File: config.mk
export PLATFORM = sky130hd
export DESIGN_NAME = cfa_ctrl
export DESIGN_NICKNAME = d
export VERILOG_FILES = /design/src/rtl/cfa_pkg.sv /design/src/rtl/cfa_ctrl.sv
export SDC_FILE = /design/constraint.sdc
export NUM_CORES = 1
export LEC_CHECK = 0
export BUFFER_PORTS_ARGS = -buffer_cell sky130_fd_sc_hd__buf_2
export CAP_MARGIN = 20
export CORE_MARGIN = 2
export CORE_UTILIZATION = 41
export DETAILED_ROUTE_END_ITERATION = 8
export PLACE_DENSITY_LB_ADDON = 0.08
export SETUP_SLACK_MARGIN = 0.5
export SLEW_MARGIN = 25
export SYNTH_ARGS = -nofsm -noshare
export SYNTH_HDL_FRONTEND = slang
export SYNTH_SLANG_ARGS = --single-unit
File: constraint.sdc
create_clock -name i_clk -period 2.2 [get_ports i_clk]
set_input_delay 0.44 -clock i_clk [delete_from_list [all_inputs] [get_ports i_clk]]
set_output_delay 0.44 -clock i_clk [all_outputs]
set_load 0.02 [all_outputs]
File: src/rtl/cfa_pkg.sv
package cfa_pkg;

    // Default build sizes.
    localparam int MAX_FRAMES_DEF = 16384;
    localparam int FPW_DEF        = 4;

    // Fixed field widths.
    localparam int FRAME_W  = 20;
    localparam int COUNT_W  = 15;
    localparam int STATUS_W = 3;
    localparam int PADDR_W  = 4;
    localparam int PDATA_W  = 32;

    // Reset value of the pool size register.
    localparam logic [COUNT_W-1:0] POOL_RESET = 15'd16384;

    // Register indexes on the configuration port.
    localparam logic [1:0] RG_BASE    = 2'd0;
    localparam logic [1:0] RG_POOL    = 2'd1;
    localparam logic [1:0] RG_RESERVE = 2'd2;

    // Per-frame map codes.
    localparam logic [1:0] FS_FREE  = 2'd0;
    localparam logic [1:0] FS_ALLOC = 2'd1;
    localparam logic [1:0] FS_HEAD  = 2'd2;
    localparam logic [1:0] FS_INACC = 2'd3;

    typedef enum logic [1:0] {
        K_ALLOC = 2'd0,
        K_REL   = 2'd1,
        K_MARK  = 2'd2,
        K_INIT  = 2'd3
    } t_kind;

    typedef enum logic [STATUS_W-1:0] {
        ST_OK      = 3'd0,
        ST_FEW     = 3'd1,
        ST_NORUN   = 3'd2,
        ST_NOTHEAD = 3'd3,
        ST_RANGE   = 3'd4
    } t_status;

    // What a map walk does with each word.
    typedef enum logic [1:0] {
        MD_SCAN  = 2'd0,
        MD_MARKA = 2'd1,
        MD_REL   = 2'd2,
        MD_MARKI = 2'd3
    } t_mode;

    // Commands from the controller to the datapath.
    typedef struct packed {
        logic  load;
        logic  prep;
        logic  rd;
        logic  ev;
        logic  clr;
        logic  init_fill;
        logic  out_load;
        t_mode mode;
    } t_cmd;

    // Status from the datapath to the controller.
    typedef struct packed {
        logic  pre_done;
        logic  pre_init;
        t_mode pre_mode;
        logic  ev_done;
        logic  found;
        logic  clr_last;
    } t_stat;

endpackage

File: src/rtl/cfa_ctrl.sv
module cfa_ctrl (
    input  logic           i_clk,
    input  logic           i_rst_n,
    input  logic           i_valid,
    output logic           o_ready,
    output logic           o_valid,
    input  logic           i_ready,
    input  cfa_pkg::t_stat i_stat,
    output cfa_pkg::t_cmd  o_cmd
);
    import cfa_pkg::*;

    typedef enum logic [5:0] {
        S_CLR  = 6'b000001,
        S_IDLE = 6'b000010,
        S_PREP = 6'b000100,
        S_RD   = 6'b001000,
        S_EV   = 6'b010000,
        S_OUT  = 6'b100000
    } t_state;

    t_state r_state, n_state;
    t_mode  r_mode, n_mode;
    logic   r_init, n_init;
    logic   r_ovalid, n_ovalid;

    assign o_ready = r_state == S_IDLE;
    assign o_valid = r_ovalid;

    // Sequencing of the map walks.
    always_comb begin
        n_state   = r_state;
        n_mode    = r_mode;
        n_init    = r_init;
        n_ovalid  = r_ovalid && !i_ready;
        o_cmd     = '0;
        o_cmd.mode      = r_mode;
        o_cmd.init_fill = r_init;
        unique case (r_state)
            S_CLR: begin
                o_cmd.clr = 1'b1;
                if (i_stat.clr_last) begin
                    n_state = r_init ? S_OUT : S_IDLE;
                end
            end
            S_IDLE: begin
                if (i_valid) begin
                    o_cmd.load = 1'b1;
                    n_state    = S_PREP;
                end
            end
            S_PREP: begin
                o_cmd.prep = 1'b1;
                if (i_stat.pre_done) begin
                    n_state = S_OUT;
                end else if (i_stat.pre_init) begin
                    n_init  = 1'b1;
                    n_state = S_CLR;
                end else begin
                    n_mode  = i_stat.pre_mode;
                    n_state = S_RD;
                end
            end
            S_RD: begin
                o_cmd.rd = 1'b1;
                n_state  = S_EV;
            end
            S_EV: begin
                o_cmd.ev = 1'b1;
                if (i_stat.ev_done) begin
                    if (r_mode == MD_SCAN && i_stat.found) begin
                        n_mode  = MD_MARKA;
                        n_state = S_RD;
                    end else begin
                        n_state = S_OUT;
                    end
                end else begin
                    n_state = S_RD;
                end
            end
            S_OUT: begin
                if (!r_ovalid || i_ready) begin
                    o_cmd.out_load = 1'b1;
                    n_ovalid       = 1'b1;
                    n_init         = 1'b0;
                    n_state        = S_IDLE;
                end
            end
            default: begin
                n_state = S_IDLE;
            end
        endcase
    end

    always_ff @(posedge i_clk) begin
        if (!i_rst_n) begin
            r_state  <= S_CLR;
            r_mode   <= MD_SCAN;
            r_init   <= 1'b0;
            r_ovalid <= 1'b0;
        end else begin
            r_state  <= n_state;
            r_mode   <= n_mode;
            r_init   <= n_init;
            r_ovalid <= n_ovalid;
        end
    end

endmodule

Yosys cells after proc, flatten, opt, wreduce, memory -nomap -nowiden
Cells that the tools add are included.
{"block": "word_totals", "register_bits": 10, "elab_cells": 57}
{"block": "classes", "n_eq_ne": 14, "mux": 28, "reduce_logical": 11}
{"cell": "6-bit two-way mux", "n": 7}
{"cell": "6-bit one-hot mux with 6 select lines", "n": 1}
{"cell": "2-bit inequality test (second input constant)", "n": 8}
{"cell": "1-bit two-way mux", "n": 13}
{"cell": "2-bit two-way mux", "n": 4}
{"cell": "6-bit by 1-bit equality test with 1-bit output (second input constant)", "n": 1}
{"cell": "6-bit by 2-bit equality test with 1-bit output (second input constant)", "n": 1}
{"cell": "6-bit by 3-bit equality test with 1-bit output (second input constant)", "n": 1}
{"cell": "6-bit by 4-bit equality test with 1-bit output (second input constant)", "n": 1}
{"cell": "6-bit by 5-bit equality test with 1-bit output (second input constant)", "n": 1}
{"cell": "6-bit equality test (second input constant)", "n": 1}
{"cell": "5-bit AND reduction", "n": 1}
{"cell": "4-bit two-way mux", "n": 1}
{"cell": "2-bit one-hot mux with 2 select lines", "n": 1}
{"cell": "4-bit AND reduction", "n": 1}
{"cell": "2-bit nonzero test", "n": 2}
{"cell": "3-bit AND reduction", "n": 1}
{"cell": "1-bit logical AND", "n": 2}
{"cell": "1-bit logical NOT", "n": 2}
{"cell": "2-bit logical NOT", "n": 1}
{"cell": "1-bit one-hot mux with 2 select lines", "n": 1}
{"cell": "1-bit logical OR", "n": 1}

Depth between registers and ports, before layout
{"block": "depth", "word_depth": 5, "ltp_mapped": 5, "mapped_depth_nobuf": 4}

Worst setup path before layout
No wires, ideal clock.
{"block": "synth_timing", "kind": "flip-flop to output port", "start": "register r_state[0]", "end": "output o_cmd[6] in the netlist's numbering", "arrival_ps": 1504, "t_required_ps": 1760, "path_slack_ps": 256, "path_stages_with_launch": 4, "cell_sequence": "dfxtp_1 > buf_6 > or4_4 > nor3b_1"}
{"element": "start, declared", "line": "cfa_ctrl.sv:22", "rtl": "t_state r_state, n_state;"}
{"element": "start signal, assigned", "line": "cfa_ctrl.sv:102", "rtl": "r_state <= n_state;"}
{"element": "end, declared", "line": "cfa_ctrl.sv:9", "rtl": "output cfa_pkg::t_cmd o_cmd"}

==> summary.md <==
| Metric | Value |
|---|---|
| Total via count in the routed design | `817` |
| Initial antenna violation count | `0` |
| Mapped cell area | `583.1 sq um` |
| Tightest Hold Check Type | `input pin to register` |
| Placeable core region | `1318 sq um` |
| Peak Freq | `507.7 MHz` |
| Clock slew at reported path FFs | `70 ps` |
| Number of antenna-violating nets in the routed design | `0` |
| Post-Syn Instances | `69` |
| Hold violation total from the final report | `0` |
| Detailed-route wire length per cell | `18.05 um` |
| Most common cell after layout, fill and taps aside | `sky130_fd_sc_hd__buf_6` |
| Cell at the slowest stage of the critical path | `sky130_fd_sc_hd__or4_4` |
| Placement Cell Area | `699.4 sq um` |
| TritonCTS clock tree | `done` |
| Area growth from synthesis to layout | `98.28%` |
| Placement Rows | `13` |
| Crit-path cells | `or4_4, buf_6, nor2_4, buf_6` |
| Tcrit/Tclk final | `89.54%` |
| Pleak | `0.5277 nW` |
| Overall routed net length | `2.419 mm` |
| Clock root buffer | `sky130_fd_sc_hd__clkbuf_4` |
| Port Buf Inserts | `21` |
| CTS H-Tree Depth | `1` |
| Count of boundary I/O pins | `22` |
| Initial core utilization | `44.25%` |
| Die Ht | `41.71 um` |
| Min Clock Period, post-route | `1970 ps` |
| Flip-flop and latch count after synthesis | `10` |
| Largest clock skew in the final design | `2.172 ps` |
| Share of final-layout standard cells stronger than drive strength 1 | `64.71%` |
| Top delay family on crit path | `simple AND/OR/NAND/NOR gates` |
| Total number of clock tree sinks | `10` |
| Area enclosed by the die boundary | `1740 sq um` |
| Vias in the first global route | `645` |
| Number of vias per cell | `6.097` |
| Library cell appearing most often on the critical path | `sky130_fd_sc_hd__buf_6` |
| Global placement routability congestion | `0.8096` |
| All-Layer GR Usage | `22.93%` |
| Maximum number of pins on one net before global-route repair | `9` |
| Overflow left after global routing | `0` |
| Maximum cell stage delay along the critical path | `560 ps` |
| Setup CP Type | `register to output port` |
| Post-route setup TNS | `0 ps` |
| # fillers | `66` |
| Post-synthesis net count | `80` |
| Post-route setup slack | `230.2 ps` |
| Number of cells in the design after placement | `103` |
| Final net count | `132` |
| Horizontal die dimension | `41.71 um` |
| First-pass GRT wire length | `3.001 mm` |
| Relative slew margins | `63.81%` |
| Number of distinct library cells after synthesis | `32` |
| Final Slew Violations | `0` |
| Crit path arrival time | `1530 ps` |
| Run status | `finished, final reports clean` |
| Starting DRC count in detailed routing | `45` |
| Unrepaired setup endpoints after global routing | `yes` |
| Number of non-filler instances in the completed layout | `134` |
| Synth Warn # | `0` |
| Proportion of synthesized chip area in sequential cells | `34.33%` |
| Areal power density over the cells | `407.1 nW/um^2` |
| Half-perimeter wire length of the detailed placement result | `1.035 mm` |
| Max-Cap Viols | `0` |
| Total of endpoints with negative setup slack in the final report | `0` |
| Final std cell area, no fill | `1156 sq um` |
| Highest-count cells in the layout ignoring fill and taps | `sky130_fd_sc_hd__buf_6 (21), sky130_fd_sc_hd__buf_2 (14), sky130_fd_sc_hd__buf_4 (14), sky130_fd_sc_hd__nor2_1 (6), sky130_fd_sc_hd__dfxtp_4 (5)` |
| Pre-CTS setup slack | `413.1 ps` |
| Detailed-routing iteration count for the pre-antenna-repair pass | `4` |
| Data required time at the worst endpoint | `1760 ps` |
| Worst Max-Slew Pin Slew | `541.7 ps` |
| Number of buffers created by CTS | `3` |
| Maximum buffer depth of the clock tree | `2` |
| Worst Path Buf+Inv | `2` |
| # DRC | `0` |
| Peak supply drop | `0.3329 mV` |
| Largest fanout on the critical path | `2` |
| Antenna fix cells | `0` |
| Clock insertion delay at the later pin of the skew report | `270 ps` |
| Average cell area after synthesis | `8.450 sq um` |
| CP startpoint kind | `register` |
| Type of element capturing the critical path | `output port` |
| Worst hold slack after final layout | `425.0 ps` |
## repair_timing
item	4_1_cts	5_1_grt
buffers inserted	19	9
setup endpoints to repair	7	12
hold buffers	0	0
pin swaps	7	11
gates resized for setup	26	34
hold endpoints to repair	0	0
cloned	0	0
## worst min-delay path: cells and delay by family
| kind | cells | cell delay [ps] |
|---|---|---|
| AND/OR/NAND/NOR | 1 | 50 |
| buffers and inverters | 1 | 100 |
| AO/OA/AOI/OAI | 1 | 50 |
## final timing paths
| path | start | endpoint | slack [ps] | cells after the start |
|---|---|---|---|---|
| max reg2reg | r_state[2] | r_init | 400 | 11 |
| min | i_stat[4] | r_mode[1] | 420 | 3 |
| max | r_state[0] | o_cmd[5] | 230 | 4 |
| min reg2reg | r_mode[1] | r_mode[1] | 500 | 2 |
## layer usage
layer	track usage, %	vias up	routed length [um]
li1	-	359	-
met1	28.65	388	909
met5	0	-	0
met2	35.31	50	1196
met3	5.652	20	147
met4	13.55	0	165
## sequential cells by signal, indices dropped and copies added, names as in the netlist
name and flops:
r_state 6, r_mode 2, o_valid 1, r_init 1
## cells by family after synthesis
| logic type | Yosys count | synth area share, % |
|---|---|---|
| buf+inv | 7 | 6.438 |
| simple gates | 35 | 38.62 |
| xor+xnor | 1 | 1.502 |
| flops | 10 | 34.33 |
| compound gates | 16 | 19.10 |
## cell usage after synthesis
master	number	share of area (%)
sky130_fd_sc_hd__and4b_1	1	1.7
sky130_fd_sc_hd__o31a_1	1	1.5
sky130_fd_sc_hd__nor2_1	9	5.8
sky130_fd_sc_hd__or4_4	1	1.9
sky130_fd_sc_hd__a211oi_1	1	1.3
sky130_fd_sc_hd__a21o_1	1	1.3
sky130_fd_sc_hd__and4_1	2	3.0
sky130_fd_sc_hd__o21ai_0	2	1.7
sky130_fd_sc_hd__nor3b_1	2	2.6
sky130_fd_sc_hd__buf_4	1	1.3
sky130_fd_sc_hd__buf_6	1	1.9
sky130_fd_sc_hd__xor2_1	1	1.5
sky130_fd_sc_hd__nand4_1	1	1.1
sky130_fd_sc_hd__nor4b_1	1	1.5
sky130_fd_sc_hd__nand3_1	1	0.86
sky130_fd_sc_hd__nand3b_1	3	3.9
sky130_fd_sc_hd__and3_1	1	1.1
sky130_fd_sc_hd__nand2b_1	4	4.3
sky130_fd_sc_hd__o221ai_1	1	1.5
sky130_fd_sc_hd__nor4b_2	1	2.6
sky130_fd_sc_hd__nor4_2	1	2.1
sky130_fd_sc_hd__o211ai_1	2	2.6
sky130_fd_sc_hd__a31oi_1	1	1.1
sky130_fd_sc_hd__a311oi_1	1	1.5
sky130_fd_sc_hd__nand2_1	3	1.9
sky130_fd_sc_hd__dfxtp_1	10	34
sky130_fd_sc_hd__and2_1	2	2.1
sky130_fd_sc_hd__a22o_2	1	1.7
sky130_fd_sc_hd__inv_1	5	3.2
sky130_fd_sc_hd__nor2b_1	2	2.1
sky130_fd_sc_hd__a221oi_1	1	1.5
sky130_fd_sc_hd__a21oi_1	4	3.4
## power by group
part	switching [mW]	internal (mW)
Clock	0.0671	0.0634
Sequential	0.00714	0.183
Combinational	0.0710	0.0796
## stage by stage
| step | util (%) | total power [mW] |
|---|---|---|
| floorplan | - | 0.2436 |
| global placement | 53.09 | 0.2641 |
| detailed placement | 53.09 | 0.2640 |
| CTS | 71.89 | 0.4115 |
| global route | 87.75 | 0.4867 |
| finish | 87.75 | 0.4707 |
## final cells by class
cell class | instances | area, sq um | share of cell area (%)
multi-input cells | 52 | 464.2 | 40.15
repair buffers | 49 | 411.6 | 35.61
flip-flops and latches | 10 | 220.2 | 19.05
clock buffers | 3 | 22.52 | 1.948
inverters | 5 | 18.77 | 1.623
well taps | 15 | 18.77 | 1.623
Note: power is estimated with default switching activity, not from simulation.
